==> src/hw/rtl/msgpack_int_unpacker_macros.svh <==
// Assertion macros for the MessagePack integer unpacker.
`ifndef MSGPACK_INT_UNPACKER_MACROS_SVH
`define MSGPACK_INT_UNPACKER_MACROS_SVH
`ifndef SYNTH
// Check on an explicit clock and active-low reset.
`define MIU_ASSERT_CLK(label, clk, rst_n, prop) \
    label: assert property (@(posedge clk) disable iff (!rst_n) prop) \
        else $error("msgpack_int_unpacker assertion failed");
// Check on the block clock and reset.
`define MIU_ASSERT(label, prop) \
    `MIU_ASSERT_CLK(label, i_clk, i_rst_n, prop)
`else
`define MIU_ASSERT_CLK(label, clk, rst_n, prop)
`define MIU_ASSERT(label, prop)
`endif
`endif

==> src/hw/rtl/miu_pkg.sv <==
// Types, constants and helpers shared by the MessagePack integer unpacker.
package miu_pkg;

    localparam logic [63:0] MAX_S8  = 64'h0000_0000_0000_007f;
    localparam logic [63:0] MAX_S16 = 64'h0000_0000_0000_7fff;
    localparam logic [63:0] MAX_S32 = 64'h0000_0000_7fff_ffff;
    localparam logic [63:0] MAX_S64 = 64'h7fff_ffff_ffff_ffff;

    // Header bytes
    localparam logic [7:0] HDR_UINT8   = 8'hcc;
    localparam logic [7:0] HDR_INT8    = 8'hd0;
    localparam logic [7:0] HDR_NEG_FIX = 8'he0;

    // Register indexes
    localparam logic [1:0] REG_TARGET_SIGNED = 2'd0;
    localparam logic [1:0] REG_TARGET_WIDTH  = 2'd1;

    // Payload size codes
    localparam logic [1:0] SZ_8  = 2'd0;
    localparam logic [1:0] SZ_16 = 2'd1;
    localparam logic [1:0] SZ_32 = 2'd2;
    localparam logic [1:0] SZ_64 = 2'd3;

    typedef enum logic [1:0] {
        ST_OK         = 2'd0,
        ST_BAD_FORMAT = 2'd1,
        ST_RANGE      = 2'd2
    } t_status;

    // What to do with the payload once it is complete
    typedef enum logic [1:0] {
        ACT_ZEXT     = 2'd0,
        ACT_SEXT     = 2'd1,
        ACT_TOPCLEAR = 2'd2
    } t_action;

    typedef struct packed {
        logic       tgt_signed;
        logic [1:0] width_code;
    } t_cfg;

    typedef struct packed {
        logic        collecting;
        t_action     kind;
        logic [3:0]  bytes_left;
        logic [63:0] acc;
        logic [3:0]  obj_len;
    } t_state;

    typedef struct packed {
        logic [63:0] int_value;
        t_status     status;
        logic [3:0]  consumed_len;
    } t_result;

    function automatic logic [63:0] int_max(input logic [1:0] sz);
        logic [63:0] m;
        unique case (sz)
            SZ_8:    m = MAX_S8;
            SZ_16:   m = MAX_S16;
            SZ_32:   m = MAX_S32;
            default: m = MAX_S64;
        endcase
        return m;
    endfunction

endpackage

==> src/hw/rtl/miu_if.sv <==
// Channel interfaces: stream bytes, results and register writes.
interface miu_byte_if;
    logic       valid;
    logic       ready;
    logic [7:0] in_byte;
    modport source (output valid, output in_byte, input ready);
    modport sink   (input valid, input in_byte, output ready);
endinterface

interface miu_res_if;
    logic        valid;
    logic        ready;
    logic [63:0] int_value;
    logic [1:0]  status;
    logic [3:0]  consumed_len;
    modport source (output valid, output int_value, output status, output consumed_len,
                    input ready);
    modport sink   (input valid, input int_value, input status, input consumed_len,
                    output ready);
endinterface

interface miu_cfg_if;
    logic       valid;
    logic       ready;
    logic [1:0] reg_index;
    logic [1:0] wr_data;
    modport source (output valid, output reg_index, output wr_data, input ready);
    modport sink   (input valid, input reg_index, input wr_data, output ready);
endinterface

==> src/hw/rtl/miu_decode.sv <==
// One-byte decode step: header classification, payload gathering and final range check.
module miu_decode import miu_pkg::*; (
    input  t_state     i_state,
    input  logic [7:0] i_byte,
    input  t_cfg       i_cfg,
    output t_state     o_state,
    output logic       o_res_valid,
    output t_result    o_res
);

    logic [63:0] acc_sh;
    logic [3:0]  bl_dec;
    logic [1:0]  code;
    logic [1:0]  fsz;
    logic        over;
    logic [63:0] ext_val;
    logic [3:0]  start_bl;

    always_comb begin
        acc_sh = {i_state.acc[55:0], i_byte};
        bl_dec = i_state.bytes_left - 4'd1;
        code   = i_byte[1:0];

        // payload size recovered from the object length
        unique case (i_state.obj_len)
            4'd2:    fsz = SZ_8;
            4'd3:    fsz = SZ_16;
            4'd5:    fsz = SZ_32;
            default: fsz = SZ_64;
        endcase
        // acc holds only payload bits, so above-max means top bit set
        over = (acc_sh > int_max(fsz));

        unique case (fsz)
            SZ_8:    ext_val = {{56{acc_sh[7]}}, acc_sh[7:0]};
            SZ_16:   ext_val = {{48{acc_sh[15]}}, acc_sh[15:0]};
            SZ_32:   ext_val = {{32{acc_sh[31]}}, acc_sh[31:0]};
            default: ext_val = acc_sh;
        endcase

        unique case (code)
            SZ_8:    start_bl = 4'd1;
            SZ_16:   start_bl = 4'd2;
            SZ_32:   start_bl = 4'd4;
            default: start_bl = 4'd8;
        endcase

        o_state     = i_state;
        o_res_valid = 1'b0;
        o_res       = '{int_value: '0, status: ST_OK, consumed_len: '0};

        if (i_state.collecting) begin
            o_state.acc        = acc_sh;
            o_state.bytes_left = bl_dec;
            if (bl_dec == 4'd0) begin
                o_state.collecting = 1'b0;
                o_res_valid        = 1'b1;
                if (i_state.kind == ACT_TOPCLEAR && over) begin
                    o_res.status = ST_RANGE;
                end else begin
                    o_res.int_value    = (i_state.kind == ACT_SEXT) ? ext_val : acc_sh;
                    o_res.consumed_len = i_state.obj_len;
                end
            end
        end else if (!i_byte[7]) begin
            o_res_valid        = 1'b1;
            o_res.int_value    = {56'd0, i_byte};
            o_res.consumed_len = 4'd1;
        end else if (i_byte >= HDR_NEG_FIX) begin
            o_res_valid = 1'b1;
            if (i_cfg.tgt_signed) begin
                o_res.int_value    = {56'hff_ffff_ffff_ffff, i_byte};
                o_res.consumed_len = 4'd1;
            end else begin
                o_res.status = ST_RANGE;
            end
        end else if (i_byte[7:2] == HDR_UINT8[7:2] || i_byte[7:2] == HDR_INT8[7:2]) begin
            if (code > i_cfg.width_code) begin
                o_res_valid  = 1'b1;
                o_res.status = ST_BAD_FORMAT;
            end else begin
                o_state.collecting = 1'b1;
                o_state.bytes_left = start_bl;
                o_state.obj_len    = start_bl + 4'd1;
                o_state.acc        = '0;
                if (i_byte[7:2] == HDR_UINT8[7:2]) begin
                    // unsigned source into a signed target of the same width
                    o_state.kind = (i_cfg.tgt_signed && code == i_cfg.width_code)
                                   ? ACT_TOPCLEAR : ACT_ZEXT;
                end else begin
                    o_state.kind = i_cfg.tgt_signed ? ACT_SEXT : ACT_TOPCLEAR;
                end
            end
        end else begin
            o_res_valid  = 1'b1;
            o_res.status = ST_BAD_FORMAT;
        end
    end

endmodule

==> src/hw/rtl/msgpack_int_unpacker.sv <==
// MessagePack integer unpacker: stream bytes in, decoded integers out.
//
// Channels: i_in takes one MessagePack byte per request; o_res gives one
// result per finished or rejected object (value, status, consumed length);
// i_cfg writes the target type (index 0 signedness, index 1 width code).
// Write i_cfg only while no object is in flight.
// A byte in the input register is decoded into the result register when the
// decode stage advances, and its result is then on o_res.
// Throughput: one byte per cycle while o_res takes results; payload bytes
// before the last of an object produce no result. The rate is set by the
// one-byte shift and 64-bit range compare between input and result registers.
// Reset: parser returns to waiting for a header, pipeline empties, target
// becomes signed 64-bit.
// Stall: when o_res holds an unaccepted result, the decode stage waits and
// i_in.ready drops once the input register is full too; nothing is lost.
// Config port is always ready.
`include "msgpack_int_unpacker_macros.svh"
module msgpack_int_unpacker import miu_pkg::*; (
    input logic        i_clk,
    input logic        i_rst_n,
    miu_cfg_if.sink    i_cfg,
    miu_byte_if.sink   i_in,
    miu_res_if.source  o_res
);

    t_cfg       r_cfg;
    t_state     r_state;
    t_state     n_state;
    logic       r_in_valid;
    logic [7:0] r_in_byte;
    logic       r_out_valid;
    t_result    r_res;
    t_result    n_res;
    logic       n_res_valid;
    logic       advance;

    miu_decode u_decode (
        .i_state     (r_state),
        .i_byte      (r_in_byte),
        .i_cfg       (r_cfg),
        .o_state     (n_state),
        .o_res_valid (n_res_valid),
        .o_res       (n_res)
    );

    assign advance     = r_in_valid && (!r_out_valid || o_res.ready);
    assign i_in.ready  = !r_in_valid || advance;
    assign i_cfg.ready = 1'b1;

    assign o_res.valid        = r_out_valid;
    assign o_res.int_value    = r_res.int_value;
    assign o_res.status       = r_res.status;
    assign o_res.consumed_len = r_res.consumed_len;

    always_ff @(posedge i_clk) begin
        if (!i_rst_n) begin
            r_cfg       <= '{tgt_signed: 1'b1, width_code: SZ_64};
            r_state     <= '{collecting: 1'b0, kind: ACT_ZEXT, bytes_left: '0,
                             acc: '0, obj_len: '0};
            r_in_valid  <= 1'b0;
            r_out_valid <= 1'b0;
        end else begin
            if (i_cfg.valid) begin
                unique case (i_cfg.reg_index)
                    REG_TARGET_SIGNED: r_cfg.tgt_signed <= i_cfg.wr_data[0];
                    REG_TARGET_WIDTH:  r_cfg.width_code <= i_cfg.wr_data;
                    default: ;
                endcase
            end
            if (i_in.ready) begin
                r_in_valid <= i_in.valid;
            end
            if (advance) begin
                r_state     <= n_state;
                r_out_valid <= n_res_valid;
            end else if (o_res.ready) begin
                r_out_valid <= 1'b0;
            end
        end
    end

    // payload registers
    always_ff @(posedge i_clk) begin
        if (i_in.valid && i_in.ready) begin
            r_in_byte <= i_in.in_byte;
        end
        if (advance && n_res_valid) begin
            r_res <= n_res;
        end
    end

    `MIU_ASSERT(a_err_clears_payload,
        (r_out_valid && r_res.status != ST_OK) |->
            (r_res.int_value == 64'd0 && r_res.consumed_len == 4'd0))
    `MIU_ASSERT(a_ok_len_legal,
        (r_out_valid && r_res.status == ST_OK) |->
            (r_res.consumed_len == 4'd1 || r_res.consumed_len == 4'd2 ||
             r_res.consumed_len == 4'd3 || r_res.consumed_len == 4'd5 ||
             r_res.consumed_len == 4'd9))
    `MIU_ASSERT(a_collect_count,
        r_state.collecting |->
            (r_state.bytes_left != 4'd0 && r_state.bytes_left <= 4'd8 &&
             r_state.obj_len > r_state.bytes_left))

endmodule
==> src/flat_wrapper.sv <==
// flat-port wrapper written by rule: the top's interface ports become plain ports
module msgpack_int_unpacker_flat import miu_pkg::*;
  (i_clk, i_rst_n, i_cfg_valid, i_cfg_reg_index, i_cfg_wr_data, i_cfg_ready, i_in_valid, i_in_in_byte, i_in_ready, o_res_valid, o_res_int_value, o_res_status, o_res_consumed_len, o_res_ready);
  miu_cfg_if i_cfg_i ();
  miu_byte_if i_in_i ();
  miu_res_if o_res_i ();
  input logic i_clk;
  input logic i_rst_n;
  input wire logic [$bits(i_cfg_i.valid)-1:0] i_cfg_valid;
  input wire logic [$bits(i_cfg_i.reg_index)-1:0] i_cfg_reg_index;
  input wire logic [$bits(i_cfg_i.wr_data)-1:0] i_cfg_wr_data;
  output wire logic [$bits(i_cfg_i.ready)-1:0] i_cfg_ready;
  input wire logic [$bits(i_in_i.valid)-1:0] i_in_valid;
  input wire logic [$bits(i_in_i.in_byte)-1:0] i_in_in_byte;
  output wire logic [$bits(i_in_i.ready)-1:0] i_in_ready;
  output wire logic [$bits(o_res_i.valid)-1:0] o_res_valid;
  output wire logic [$bits(o_res_i.int_value)-1:0] o_res_int_value;
  output wire logic [$bits(o_res_i.status)-1:0] o_res_status;
  output wire logic [$bits(o_res_i.consumed_len)-1:0] o_res_consumed_len;
  input wire logic [$bits(o_res_i.ready)-1:0] o_res_ready;
  assign i_cfg_i.valid = i_cfg_valid;
  assign i_cfg_i.reg_index = i_cfg_reg_index;
  assign i_cfg_i.wr_data = i_cfg_wr_data;
  assign i_cfg_ready = i_cfg_i.ready;
  assign i_in_i.valid = i_in_valid;
  assign i_in_i.in_byte = i_in_in_byte;
  assign i_in_ready = i_in_i.ready;
  assign o_res_valid = o_res_i.valid;
  assign o_res_int_value = o_res_i.int_value;
  assign o_res_status = o_res_i.status;
  assign o_res_consumed_len = o_res_i.consumed_len;
  assign o_res_i.ready = o_res_ready;
  msgpack_int_unpacker u_core (.i_clk(i_clk), .i_rst_n(i_rst_n), .i_cfg(i_cfg_i), .i_in(i_in_i), .o_res(o_res_i));
endmodule
==> config.mk <==
export PLATFORM = sky130hd
export DESIGN_NAME = msgpack_int_unpacker_flat
export DESIGN_NICKNAME = d
export VERILOG_FILES = /design/src/hw/rtl/miu_pkg.sv /design/src/hw/rtl/miu_if.sv /design/src/hw/rtl/miu_decode.sv /design/src/hw/rtl/msgpack_int_unpacker.sv /design/src/flat_wrapper.sv
export VERILOG_INCLUDE_DIRS = /design/src /design/src/hw/rtl
export SDC_FILE = /design/constraint.sdc
export NUM_CORES = 1
export LEC_CHECK = 0
export BUFFER_PORTS_ARGS = -buffer_cell sky130_fd_sc_hd__buf_2
export CAP_MARGIN = 25
export CELL_PAD_IN_SITES_DETAIL_PLACEMENT = 1
export CELL_PAD_IN_SITES_GLOBAL_PLACEMENT = 2
export CORE_MARGIN = 1
export CORE_UTILIZATION = 43
export CTS_BUF_LIST = sky130_fd_sc_hd__clkbuf_8
export DETAILED_ROUTE_END_ITERATION = 12
export PLACE_DENSITY = 0.95
export SYNTH_ARGS = -nofsm -noshare
export SYNTH_HDL_FRONTEND = slang
export SYNTH_SLANG_ARGS = --single-unit
==> constraint.sdc <==
create_clock -name i_clk -period 10 [get_ports i_clk]
set_input_delay 3 -clock i_clk [delete_from_list [all_inputs] [get_ports i_clk]]
set_output_delay 3 -clock i_clk [all_outputs]
set_load 0.02 [all_outputs]
==> summary.txt <==
outcome = finished clean
drt first pass iters = 5
drt total wl = 19610 µm
Int Power = 0.9835 mW
Root Buffer = clkbuf_8
WP buf/inv = 2
syn_area_per_cell = 10.90 µm²
Switching Power = 0.2985 mW
n_diodes = 0
CP Launch Type = primary input
crit-path leading delay family = buffers and inverters
Placed Area = 8228 µm²
setup_tns = 0 ns
Core ar. = 17360 µm²
Crit path top cell by count = buf_2
CTS clk-pin slew, worst paths = 0.07 ns
count leader, synth = a21oi_1
Tmin final = 6.456 ns
cell taking the most area after synthesis = edfxtp_1
die width = 135.5 µm
top post-synthesis cells by count = a21oi_1 (81), edfxtp_1 (78), dfxtp_1 (72)
postcts setup bufs = 0
Worst Tran Pin Value = 0.8298 ns
total congestion overflow = 0
Starting Density = 44.15%
Cell Pwr Density = 146.4 nW/µm²
Hold Crit Class = flop to flop
FMAX = 154.9 MHz
Rows = 48
Post-synth EDFFs = 78
post-synthesis instance total = 703
Slew Viols, Final = 0
vias = 5936
largest net degree at the start of global routing = 73
synthesis-to-layout area growth = 14.29%
Comb pwr share = 7.4%
# DRC = 0
number of synthesized register bits = 150
Global Route Usage Sum = 22.51%
final antenna-violating net count = 0
Reg power frac = 53.2%
Max FO, Critical Path = 3
Switching Share = 23.28%
nets@finish = 843
vias in the first global route = 6150
Syn Nets = 772
RSZ-0062 raised after global routing = false
Worst EP arrival = 3.46 ns
Post-DP HPWL = 13050 µm
Mapped Area = 7664 µm²
Final Hold Viols = 0
Warnings, synthesis = 0
relative slew slack = 44.68%
fraction of registers with async set/reset = 0%
Clock Path Buffers = 2
initial DRC count = 295
Ports = 90
Via-to-Cell Ratio = 5.871
final setup fails = 0
# resized after CTS = 0
synth unique cells = 56
CTS buffer count = 17
TritonCTS clock tree = yes
Main synth FF type = edfxtp_1
Hold-fix buffers, CTS = 0
Crit path largest cell delay = 0.18 ns
sequential fraction of the synthesis area = 49.37%
Port Buffers = 88
slowest CP cell = nand3b_1
WP data required = 7.00 ns
worst setup path category = primary input to primary output
first-pass GRT wire length = 31820 µm
clock power share = 39.4%
htree depth = 4
wire length per cell = 19.39 µm
fin area = 8758 µm²
CP cell instances = buf_2 -> nand3b_1 -> buf_2
Yosys top cell area share = 30.56%
Worst setup EP type = primary output
CTS sink cnt = 150
max-cap viol count = 0
die footprint = 18360 µm²
Synth area leaders = edfxtp_1 (31%), dfxtp_1 (19%), ha_1 (8.5%), o31ai_2 (5.7%), a22oi_1 (5.6%)
gpl congestion = 0.8137
proportion of layout cells with a drive suffix above 1 = 22.77%
initial antenna violation count = 0
setup slack, reg-to-reg = 5.19 ns
peak supply drop = 76.08 µV
Clock Latency Late Sink = 0.46 ns
Leakage = 3.306 nW
chip height = 135.5 µm
fin crit share = 64.56%
Clock Skew = 0.01207 ns
[worst reg2reg max path, delay by kind of cell (launching register included)]
family / cells / cell delay (ns)
buffers and inverters: 3 / 1.09
adder cells (fa/ha/maj): 1 / 0.22
flip-flops: 1 / 0.47
AO/OA/AOI/OAI: 4 / 1.34
AND/OR/NAND/NOR: 5 / 1.40
[power by group through the flow]
stage | clock (mW) | sequential, mW | combinational [mW]
6_report | 0.505 | 0.682 | 0.0951
5_1_grt | 0.539 | 0.684 | 0.104
4_1_cts | 0.515 | 0.682 | 0.0948
3_5_place_dp | 0 | 0.696 | 0.0945
3_3_place_gp | 0 | 0.694 | 0.0905
2_1_floorplan | 0 | 0.715 | 0.0432
[layout by cell type (no fill, tap or decap), types with 14 or more instances in the layout]
cell type and n:
buf_2 88, a21oi_1 80, edfxtp_1 78, dfxtp_1 72, nor2b_1 60, a22oi_1 57, ha_1 52, nand2_1 44
o31ai_2 35, o31ai_1 24, nor2_1 23, clkbuf_8 19, inv_1 14
[cells by family (layout without fill, tap and decap cells)]
family                   Yosys count  count (layout)  synth area share (%)
AO/OA/AOI/OAI                    233             233                 22.81
AND/OR/NAND/NOR                  198             198                 14.66
flip-flops                       150             150                 49.37
buffers and inverters             61             144                 3.624
adder cells (fa/ha/maj)           52              52                 8.490
multiplexers                       5               5                0.6531
XOR/XNOR                           3               3                0.3429
other                              1               1               0.04893
[per-stage QoR]
stage | worst slack, ns | utilization [%] | power [mW] | hold WS (ns) | instances
after floorplan | 3.727 | - | 0.7583 | 0.4488 | 703
after global placement | 3.569 | 47.40 | 0.7849 | 0.4739 | 975
after detailed placement | 3.559 | 47.40 | 0.7904 | 0.4884 | 975
after CTS | 3.554 | 49.85 | 1.292 | 0.5090 | 1006
after global routing | 3.519 | 50.46 | 1.327 | 0.5193 | 1011
final | 3.544 | 50.46 | 1.282 | 0.4998 | 1011
[state kept, by name, indices dropped and copies added (netlist names)]
name and cells:
u_core.o_res.status 2, u_core.r_in_valid 1, u_core.o_res.int_value 64, u_core.r_state 67, u_core.r_cfg 3, u_core.r_in_byte 8, u_core.o_res.consumed_len 4, u_core.o_res.valid 1
[worst paths after layout]
path / from / end / cells past startpoint
worst max-delay path: o_res_ready / i_in_ready / 3
worst min-delay path: u_core.r_cfg[0]$_SDFFE_PN1P_ / u_core.r_cfg[0]$_SDFFE_PN1P_ / 2
worst max register to register: u_core.r_state[0]$_SDFFE_PN0P_ / u_core.o_res.int_value[7]$_DFFE_PP_ / 13
worst min register to register: u_core.r_cfg[0]$_SDFFE_PN1P_ / u_core.r_cfg[0]$_SDFFE_PN1P_ / 2
[routing by layer]
metal  GRT usage [%]  part of all wire (%)  vias to the layer above
li1                -                     -                     2811
met1           27.73                    44                     2993
met2           39.26                    52                      119
met3           4.040                   3.6                       13
met4           8.052                  0.85                        0
met5               0                     0                        -
[area by class of cell]
type	count	area [µm²]
multi-input cells	492	3617
flip-flops and latches	150	3784
clock buffers	19	261.5
clock inverters	12	162.7
inverters	12	45.04
well taps	225	281.5
repair buffers	101	606.8
fillers	1870	8598
No activity file was read; power rests on OpenSTA's default activity.
